**config.mk**
```make
export PLATFORM = sky130hd
export DESIGN_NAME = xcf_exec
export DESIGN_NICKNAME = d
export VERILOG_FILES = /design/src/rtl/xcf_pkg.sv /design/src/rtl/xcf_exec.sv
export SDC_FILE = /design/constraint.sdc
export NUM_CORES = 1
export LEC_CHECK = 0
export BUFFER_PORTS_ARGS = -buffer_cell sky130_fd_sc_hd__buf_2
export CAP_MARGIN = 40
export CORE_ASPECT_RATIO = 2
export CORE_MARGIN = 8
export CORE_UTILIZATION = 49
export DETAILED_ROUTE_END_ITERATION = 10
export GPL_TIMING_DRIVEN = 0
export PLACE_DENSITY = 0.78
export SYNTH_ARGS = -nofsm -noshare
export SYNTH_HDL_FRONTEND = slang
export SYNTH_SLANG_ARGS = --single-unit
```
**constraint.sdc**
```tcl
create_clock -name vclk -period 3.7
set_clock_uncertainty 0.05 [all_clocks]
set_input_delay 0 -clock vclk [all_inputs]
set_output_delay 0 -clock vclk [all_outputs]
set_load 0.01 [all_outputs]
```
**src/rtl/xcf_pkg.sv**
```systemverilog
// Shared types and constants for the x86 compare-flags and condition-test block.
// Used by the execute logic and the top level; depends on nothing else.
`timescale 1ns / 1ps

package xcf_pkg;

    // Command codes carried on the command port.
    typedef enum logic [2:0] {
        CMD_CMP  = 3'd0,
        CMD_CMOV = 3'd1,
        CMD_CLC  = 3'd2,
        CMD_CLD  = 3'd3,
        CMD_CMC  = 3'd4,
        CMD_CBW  = 3'd5,
        CMD_CWDE = 3'd6,
        CMD_NOP  = 3'd7
    } cmd_t;

    // Operand width codes; the two remaining codes behave as 32 bits.
    localparam logic [1:0] WIDTH_8  = 2'd0;
    localparam logic [1:0] WIDTH_16 = 2'd1;

    // Condition pairs: the upper three bits of the condition code pick the
    // flag test, the low bit inverts it.
    localparam logic [2:0] CC_O  = 3'd0;
    localparam logic [2:0] CC_B  = 3'd1;
    localparam logic [2:0] CC_E  = 3'd2;
    localparam logic [2:0] CC_BE = 3'd3;
    localparam logic [2:0] CC_S  = 3'd4;
    localparam logic [2:0] CC_P  = 3'd5;
    localparam logic [2:0] CC_L  = 3'd6;
    localparam logic [2:0] CC_LE = 3'd7;

    // Auxiliary flag comes from the borrow into bit four.
    localparam int AUX_POS = 4;

    typedef struct packed {
        logic cf;
        logic pf;
        logic af;
        logic zf;
        logic sf;
        logic of;
        logic df;
    } flags_t;

    typedef struct packed {
        logic [31:0] value;
        logic        taken;
        flags_t      flags;
    } exec_result_t;

endpackage

```
**src/rtl/xcf_exec.sv**
```systemverilog
// Single-pass execute logic: compare, condition test, flag commands and widening.
// Depends on xcf_pkg for command codes, condition codes and the flag struct.
`timescale 1ns / 1ps

module xcf_exec
    import xcf_pkg::*;
(
    input  logic [2:0]   command,
    input  logic [1:0]   width_code,
    input  logic [31:0]  operand_a,
    input  logic [31:0]  operand_b,
    input  logic         extend_b,
    input  logic [3:0]   condition,
    input  flags_t       flags_in,
    output exec_result_t result
);

    logic [31:0] mask;
    logic [31:0] op1;
    logic [31:0] op2;
    logic [32:0] diff_wide;
    logic [31:0] diff;
    logic        s1;
    logic        s2;
    logic        sd;
    logic        cond_base;
    logic        cond_ok;
    cmd_t        cmd;

    assign cmd = cmd_t'(command);

    // Width mask for the operand size.
    always_comb
    begin
        case (width_code)
            WIDTH_8:  mask = 32'h0000_00FF;
            WIDTH_16: mask = 32'h0000_FFFF;
            default:  mask = 32'hFFFF_FFFF;
        endcase
    end

    // Compare subtract; the extra top bit of the wide difference is the borrow.
    always_comb
    begin
        op1 = operand_a & mask;
        if (extend_b)
        begin
            op2 = {{24{operand_b[7]}}, operand_b[7:0]} & mask;
        end
        else
        begin
            op2 = operand_b & mask;
        end
        diff_wide = {1'b0, op1} - {1'b0, op2};
        diff      = diff_wide[31:0] & mask;
    end

    // Sign bits at the operand width.
    always_comb
    begin
        case (width_code)
            WIDTH_8:
            begin
                s1 = op1[7];
                s2 = op2[7];
                sd = diff[7];
            end
            WIDTH_16:
            begin
                s1 = op1[15];
                s2 = op2[15];
                sd = diff[15];
            end
            default:
            begin
                s1 = op1[31];
                s2 = op2[31];
                sd = diff[31];
            end
        endcase
    end

    // Condition test against the flags held before this beat.
    always_comb
    begin
        case (condition[3:1])
            CC_O:    cond_base = flags_in.of;
            CC_B:    cond_base = flags_in.cf;
            CC_E:    cond_base = flags_in.zf;
            CC_BE:   cond_base = flags_in.cf | flags_in.zf;
            CC_S:    cond_base = flags_in.sf;
            CC_P:    cond_base = flags_in.pf;
            CC_L:    cond_base = flags_in.sf ^ flags_in.of;
            CC_LE:   cond_base = flags_in.zf | (flags_in.sf ^ flags_in.of);
            default: cond_base = 1'b0;
        endcase
        cond_ok = cond_base ^ condition[0];
    end

    // Command decode: result value, move flag and updated flags.
    always_comb
    begin
        result.value = '0;
        result.taken = 1'b0;
        result.flags = flags_in;
        unique case (cmd)
            CMD_CMP:
            begin
                result.value    = diff;
                result.flags.cf = diff_wide[32];
                result.flags.of = (s1 != s2) && (sd == s2);
                result.flags.sf = sd;
                result.flags.zf = (diff == '0);
                result.flags.af = op1[AUX_POS] ^ op2[AUX_POS] ^ diff[AUX_POS];
                result.flags.pf = ~^diff[7:0];
            end
            CMD_CMOV:
            begin
                result.taken = cond_ok;
                result.value = (cond_ok ? operand_b : operand_a) & mask;
            end
            CMD_CLC:
            begin
                result.flags.cf = 1'b0;
            end
            CMD_CLD:
            begin
                result.flags.df = 1'b0;
            end
            CMD_CMC:
            begin
                result.flags.cf = ~flags_in.cf;
            end
            CMD_CBW:
            begin
                result.value = {16'h0000, {8{operand_a[7]}}, operand_a[7:0]};
            end
            CMD_CWDE:
            begin
                result.value = {{16{operand_a[15]}}, operand_a[15:0]};
            end
            default:
            begin
                result.value = '0;
            end
        endcase
    end

endmodule

```
==> impl_metrics.ini, run 1 <==
[outcome]
status = complete, but fails checks
violations = setup timing

[final_layout]
syn2layout_area_growth_pct = 36.8
nClkBuffers = 0
final_area_sq_um = 4760
seq_cells = 0
multi_input_area_sq_um = 3510
finalNetCount = 809
layout_commonest_cell = buf_2
antennaDiodeCount = 0
fillers = 655
drive_above_1_share = 0.318
register_area_sq_um = 0
layout_common_cells = buf_2 (123), nand2_1 (57), o21ai_0 (48)

[place]
place.gp.congestion = 1.02
port_buffers = 118
dpl_cell_area_sq_um = 4200
post-dp-hpwl_um = 13000

[drt]
drt_wl_total_um = 16200
routed.top_layer = met4
antenna_left = 0
firstDrtPassIters = 5
vias = 5025
route.met3.wl_um = 1070
drt_iter0_markers = 328
wl_met2_um = 8540
avgViaCountPerCell = 6.45
drc_errors = 0
met1_length_um = 5240
wire_per_inst_um = 20.8

[global_route]
grt_pass1_wl_um = 24700
grtUsageTotal = 0.303
grt_max_degree = 11
grt_pass1_vias = 5076
globalRouteOverflowTotal = 0
antenna_found_initial = 0

[sta]
hold_viol = 0
fin_ws_ns = -0.0673
fmax_mhz = 265
min_period_ns = 3.77
post-route-period-util = 1.02
whs_ns = 0.244
rsz0062_at_grt = yes
tightest_slew_ns = 0.960
setup_viol = 1
maxSlewViolCount = 0
maxSlewHeadroom = 0.353

[logic_synthesis]
yosysSeqAreaShare = 0
syn_inst = 540
syn_area_sq_um = 3480
synthDistinctLibCells = 60
synth_fp_nets = 658
avgSynthCellArea_sq_um = 6.45
ys_warn_count = 0

[min_path]
min_path_type = input port to primary output
hold_path_depth = 4

[worst_setup_path]
crit_required_ns = 3.65
crit_fanout = 8
worstSetupStartpointType = input port
worstPathArrival_ns = 3.72
crit_type = input port to primary output
end_kind = primary output

[pwr]
peakVddDrop_v = 0.000116
powerDensity_nw_per_um2 = 221
power.leakage_nw = 2.22

[flow_run]
cap_violations = 0

[floorplan]
die_x_um = 75.6
num_rows = 43
core_area_sq_um = 6890
initial_core_util = 0.506
ios = 121
dieArea_sq_um = 10200
die_h_um = 135
==> cell usage after synthesis, types with 2 or more instances <==
master     instances  area, sq um
nor3b_1            3         22.5
nand2_1           60          225
nand2b_1           3         18.8
a211oi_1           4         30.0
mux2i_1           21          210
nand4_1            9         56.3
xor2_1            13          114
xnor2_1           19          166
nor4_1             3         18.8
o31ai_1            3         22.5
and2_1            21          131
a21o_1            11         82.6
nor3_1             6         30.0
a31oi_1            5         31.3
o211ai_1          10         75.1
or3_1              2         12.5
a22oi_1            6         45.0
inv_1             21         78.8
o21bai_1           6         45.0
o21a_1             5         37.5
nor2_1            36          135
o221ai_1          12          105
buf_2              6         30.0
o22ai_1            2         12.5
o2111ai_1          2         17.5
buf_6              2         22.5
a221oi_1           8         70.1
a21boi_1           3         22.5
clkbuf_1          24         90.1
a21oi_2            2         17.5
a21boi_0           2         15.0
or2_2              3         18.8
a21oi_1           43          215
o21ai_0           58          290
or4_1              2         15.0
nand3_1           16         80.1
mux2_2             4         45.0
nor2b_1           12         75.1
and3_1             6         37.5
o21ai_1           11         55.1
ha_1              36          450
==> worst paths after layout <==
path	start	end	slack [ns]
min	flags_in[0]	result[0]	0.24
max	width_code[1]	result[3]	-0.07
==> cell families (layout without fill, tap and decap cells) <==
logic type	Yosys count	count (layout)	synth area share
AOI/OAI and AO/OA	206	206	0.384
xor gates and xnor gates	32	32	0.0805
adders and majority gates	37	37	0.135
buffers and inverters	54	203	0.0647
muxes	25	25	0.0733
and+or+nand+nor	186	186	0.262
==> power by group <==
group	leakage, nW	switching [mW]	internal, mW
sequential	0	0	0
clock	0	0	0
combinational	2.22	0.609	0.443
total	2.22	0.609	0.443
==> area by class of cell <==
class | instances | share of cell area
repair buffers | 154 | 0.186
well taps | 90 | 0.0236
multi-input cells | 486 | 0.736
inverters | 22 | 0.0173
plain buffers | 27 | 0.0362
==> layer usage <==
metal,GRT usage,vias to the layer above
met1,0.286,2303
li1,-,2321
met4,0.207,0
met2,0.565,302
met3,0.0408,99
met5,0,-
==> timing repair <==
item | 4_1_cts | 5_1_grt
endpoints found under the setup margin | 19 | 4
cloned | 0 | 1
gates resized for setup | 40 | 54
pin swaps | 12 | 35
hold buffers | 0 | 0
buffers inserted | 13 | 20
==> critical path, stage by stage <==
cell	delay, ns
buf_8	0.09
buf_8	0.11
nor2_4	0.06
a21oi_4	0.27
o21ai_2	0.10
ha_1	0.32
buf_6	0.15
a21oi_4	0.16
a21boi_2	0.07
a211oi_2	0.31
a21boi_2	0.11
or3_4	0.43
a2111oi_4	0.33
and4b_1	0.25
o2111ai_2	0.13
o41ai_2	0.45
a32o_1	0.24
buf_2	0.14
==> per-stage QoR <==
stage | setup WS [ns] | total power [mW] | utilization | TNS, ns | std cells
2_1_floorplan | 0.139 | 0.618 | - | 0 | 540
3_3_place_gp | -1.19 | 0.876 | 0.608 | -8.24 | 748
3_5_place_dp | -1.20 | 0.889 | 0.610 | -8.54 | 750
4_1_cts | -0.0184 | 0.951 | 0.644 | -0.0184 | 761
5_1_grt | -0.171 | 1.14 | 0.692 | -0.252 | 779
6_report | -0.0673 | 1.05 | 0.692 | -0.0673 | 779
No activity file was read; power rests on OpenSTA's default activity.
==> inputs of run 2 (changes only) <==
--- a/config.mk
+++ b/config.mk
@@ -9,10 +9,10 @@
 export CAP_MARGIN = 40
 export CORE_ASPECT_RATIO = 2
 export CORE_MARGIN = 8
-export CORE_UTILIZATION = 49
+export CORE_UTILIZATION = 54
 export DETAILED_ROUTE_END_ITERATION = 10
 export GPL_TIMING_DRIVEN = 0
-export PLACE_DENSITY = 0.78
+export PLACE_DENSITY = 0.81
 export SYNTH_ARGS = -nofsm -noshare
 export SYNTH_HDL_FRONTEND = slang
 export SYNTH_SLANG_ARGS = --single-unit
==> constraint.sdc (replaced) <==
create_clock -name vclk -period 3.6
set_clock_uncertainty 0.05 [all_clocks]
set_input_delay 0 -clock vclk [all_inputs]
set_output_delay 0 -clock vclk [all_outputs]
set_load 0.01 [all_outputs]
==> run 2 against run 1 <==
The run still ends with setup timing left. Sequential share of layout area unchanged. Utilization up 7.3 points. Clock-buffer cell count unchanged. Global-route usage up 1.4 points. Worst setup slack better by 0.013 ns. Wire length down 2.5%. First-iteration DRC count down 7.3%. Flip-flop and latch count unchanged. Combinational power up 5%. Worst hold slack better by 0.012 ns. Final cell count down 0.39%. Via count up 0.88%. Critical endpoint unchanged.
==> impl_metrics.ini, run 2 (synthesis results as in run 1) <==
[worst_setup_path]
crit_type = input port to primary output
crit_required_ns = 3.55
worstSetupStartpointType = input port
path_buf_inv = 3
cp_slowest_cell = o41ai_4
crit_path_cell_trace = buf_4, buf_8, nor2_4, a21oi_4, o21ai_1, ha_4, a211oi_1, nor2_1, nor2_1, o21ai_1, a21boi_1, xnor2_1, nor4_4, o2111ai_2, o41ai_4, a32o_1, buf_2
crit_fanout = 8
startpoint = width_code[1]
end_kind = primary output
worstPathArrival_ns = 3.60
max_stage_delay_ns = 0.39
path_delay_family = compound AO/OA/AOI/OAI gates

[drt]
drt_wl_total_um = 15800
vias = 5069
avgViaCountPerCell = 6.53
wire_per_inst_um = 20.4
firstDrtPassIters = 6
drt_iter0_markers = 304
antenna_left = 0
drc_errors = 0

[final_layout]
register_area_sq_um = 0
final_area_sq_um = 4790
antennaDiodeCount = 0
finalNetCount = 810
seq_cells = 0
layout_commonest_cell = buf_2
layout_common_cells = buf_2 (121), nand2_1 (57), o21ai_0 (50)
drive_above_1_share = 0.330
multi_input_area_sq_um = 3550
fillers = 557
syn2layout_area_growth_pct = 37.5
nClkBuffers = 0

[global_route]
grt_pass1_vias = 5177
antenna_found_initial = 0
grtUsageTotal = 0.317
globalRouteOverflowTotal = 0
grt_pass1_wl_um = 24200
grt_max_degree = 11

[pwr]
peakVddDrop_v = 0.000138
powerDensity_nw_per_um2 = 230
power.leakage_nw = 2.23
p_total_mw = 1.10

[place]
port_buffers = 118
dpl_cell_area_sq_um = 4190
dp_worst_setup_slack_ns = -1.13
post-dp-hpwl_um = 12700
place.gp.congestion = 1.04

[sta]
maxSlewViolCount = 0
tightest_slew_ns = 0.832
setup_viol = 1
fin_ws_ns = -0.0548
fmax_mhz = 274
hold_viol = 0
min_period_ns = 3.65
whs_ns = 0.256
maxSlewHeadroom = 0.440
rsz0062_at_grt = yes
post-route-period-util = 1.02

[floorplan]
num_rows = 41
die_x_um = 72.8
die_h_um = 130
core_area_sq_um = 6260
initial_core_util = 0.556
dieArea_sq_um = 9430
ios = 121

[min_path]
holdCritStartpoint = flags_in[0]
min_path_type = input port to primary output

[outcome]
status = complete, but fails checks
violations = setup timing

[flow_run]
cap_violations = 0

[clocking]
postCtsHoldBufs = 0
run 2: tightest hold or removal path, delay by kind of cell:
| kind | cells | cell delay [ns] |
|---|---|---|
| AOI/OAI and AO/OA | 1 | 0.03 |
| buffers and inverters | 3 | 0.27 |
run 2: what timing repair did:
action	CTS	global route
resized for setup	58	32
pin swaps	15	28
gates cloned	1	0
endpoints found under the setup margin	19	6
setup buffers	17	17
run 2: stage by stage:
stage	utilization	std cells	setup TNS [ns]
after floorplan	-	540	0
after global placement	0.668	744	-8.39
after detailed placement	0.670	746	-8.38
after CTS	0.724	759	0
after global routing	0.765	776	-0.233
final	0.765	776	-0.0548
run 2: cell type report:
cell class                      count  area share
Multi-Input combinational cell    486       0.742
Tap cell                           86      0.0225
Timing Repair Buffer              155       0.184
Inverter                           22      0.0172
Buffer                             27      0.0348
run 2: power by group:
| part | switching, mW | total, mW | internal [mW] | leakage (nW) |
|---|---|---|---|---|
| clock network | 0 | 0 | 0 | 0 |
| logic | 0.635 | 1.10 | 0.466 | 2.23 |
| registers | 0 | 0 | 0 | 0 |
| total | 0.635 | 1.10 | 0.466 | 2.23 |
run 2: per-layer routing:
layer	track usage	up-vias	wire length [um]	part of all wire
met3	0.0611	99	1150	0.073
met1	0.274	2340	5040	0.32
met2	0.598	308	8210	0.52
met5	0	-	0	0
li1	-	2322	-	-
met4	0.261	0	1430	0.090
run 2: path summary, 6_finish.rpt:
path | endpoint | slack, ns | depth (start not counted)
hold / removal | result[0] | 0.26 | 4
setup / recovery | result[3] | -0.05 | 17
==> inputs of run 3 (changes only) <==
--- a/config.mk
+++ b/config.mk
@@ -13,6 +13,7 @@
 export DETAILED_ROUTE_END_ITERATION = 10
 export GPL_TIMING_DRIVEN = 0
 export PLACE_DENSITY = 0.81
+export SETUP_SLACK_MARGIN = 0.3
 export SYNTH_ARGS = -nofsm -noshare
 export SYNTH_HDL_FRONTEND = slang
 export SYNTH_SLANG_ARGS = --single-unit
==> run 3 against run 2 <==
The run still ends with setup timing left. Critical path depth increased by 1. Final cell count grew 2.2%. Total power grew 9.3%. Utilization rose by 5.3 points. Critical endpoint is now result[1]. Largest cell class unchanged. Largest power group unchanged.
==> impl_metrics.ini, run 3 (synthesis results as in run 1) <==
[drt]
drt_iter0_markers = 432
antenna_left = 0
drt_wl_total_um = 17100
avgViaCountPerCell = 6.67
wire_per_inst_um = 21.6
drc_errors = 0
vias = 5291
firstDrtPassIters = 6

[sta]
min_period_ns = 3.68
maxSlewHeadroom = 0.376
hold_viol = 0
fmax_mhz = 272
maxSlewViolCount = 0
setup_viol = 2
tightest_slew_ns = 0.927
fin_ws_ns = -0.0805
post-route-period-util = 1.02
rsz0062_at_grt = yes

[global_route]
grtUsageTotal = 0.328
grt_pass1_wl_um = 25100
grt_max_degree = 11
antenna_found_initial = 0
globalRouteOverflowTotal = 0
grt_pass1_vias = 5198

[place]
post-place-cells = 746
place.gp.congestion = 1.03
post-dp-hpwl_um = 12700
dp_worst_setup_slack_ns = -0.809
port_buffers = 118

[worst_setup_path]
crit_fanout = 5
crit_required_ns = 3.55
worstSetupStartpointType = input port
crit_type = input port to primary output
worstPathArrival_ns = 3.63
end_kind = primary output

[final_layout]
layout.cells.non_filler = 793
syn2layout_area_growth_pct = 47.1
layout_common_cells = buf_2 (119), nand2_1 (54), o21ai_0 (45)
fillers = 456
layout_commonest_cell = buf_2
register_area_sq_um = 0
nClkBuffers = 0
drive_above_1_share = 0.366
antennaDiodeCount = 0
finalNetCount = 827
seq_cells = 0
multi_input_area_sq_um = 3680

[min_path]
min_path_type = input port to primary output

[flow_run]
cap_violations = 0

[outcome]
status = complete, but fails checks
violations = setup timing

[floorplan]
initial_core_util = 0.556
core_area_sq_um = 6260
die_x_um = 72.8
die_h_um = 130
ios = 121
dieArea_sq_um = 9430
num_rows = 41

[pwr]
powerDensity_nw_per_um2 = 235
peakVddDrop_v = 0.000155
power.leakage_nw = 2.37

[clocking]
postCtsHoldBufs = 0
run 3: changes by cell type in the layout (fill, tap and decap cells not counted), sizes merged:
cell,delta
buf,+16
clkbuf,+1
run 3: report_power, final:
group          internal (mW)  switching, mW  leakage [nW]  total (mW)
combinational          0.518          0.685          2.37        1.20
clock                      0              0             0           0
sequential                 0              0             0           0
run 3: what timing repair did:
action                                  4_1_cts  5_1_grt
setup buffers                                27       18
pin swaps                                    28       44
endpoints found under the hold margin         0        0
gates resized for setup                      74       67
endpoints found under the setup margin       18        9
gates cloned                                  0        1
run 3: metrics by stage:
stage	util	TNS (ns)	hold WS [ns]	area, sq um	power (mW)
5_1_grt	0.818	-0.395	0.286	5120	1.28
2_1_floorplan	-	0	0.0338	3490	0.637
3_5_place_dp	0.671	-3.98	0.240	4200	0.916
3_3_place_gp	0.669	-3.48	0.240	4190	0.895
6_report	0.818	-0.154	0.239	5120	1.20
4_1_cts	0.749	0	0.242	4690	1.04
run 3: critical path, stage by stage:
cell	delay, ns
buf_8	0.08
buf_8	0.10
a21boi_4	0.24
buf_8	0.15
o21ai_0	0.11
ha_2	0.38
and4_4	0.23
nand2_2	0.07
or4_4	0.58
o32ai_1	0.19
nor2_2	0.11
a311o_1	0.39
and2_1	0.19
o211ai_1	0.27
buf_4	0.18
nand4_1	0.09
nand3_1	0.12
buf_2	0.14
run 3: final timing paths:
| kind | depth (start not counted) | end | slack (ns) | from |
|---|---|---|---|---|
| max | 18 | result[1] | -0.08 | width_code[1] |
| min | 4 | result[0] | 0.24 | flags_in[0] |
run 3: cell type report:
type / instances / share of cell area
Buffer: 32 / 0.0442
Timing Repair Buffer: 167 / 0.200
Inverter: 22 / 0.0166
Multi-Input combinational cell: 486 / 0.718
Tap cell: 86 / 0.0210
run 3: routing by layer:
metal  vias up  part of all wire  global-route usage
met4         0             0.094               0.243
met5         -                 0                   0
li1       2349                 -                   -
met3       148             0.081              0.0472
met2       388              0.51               0.613
met1      2406              0.32               0.307
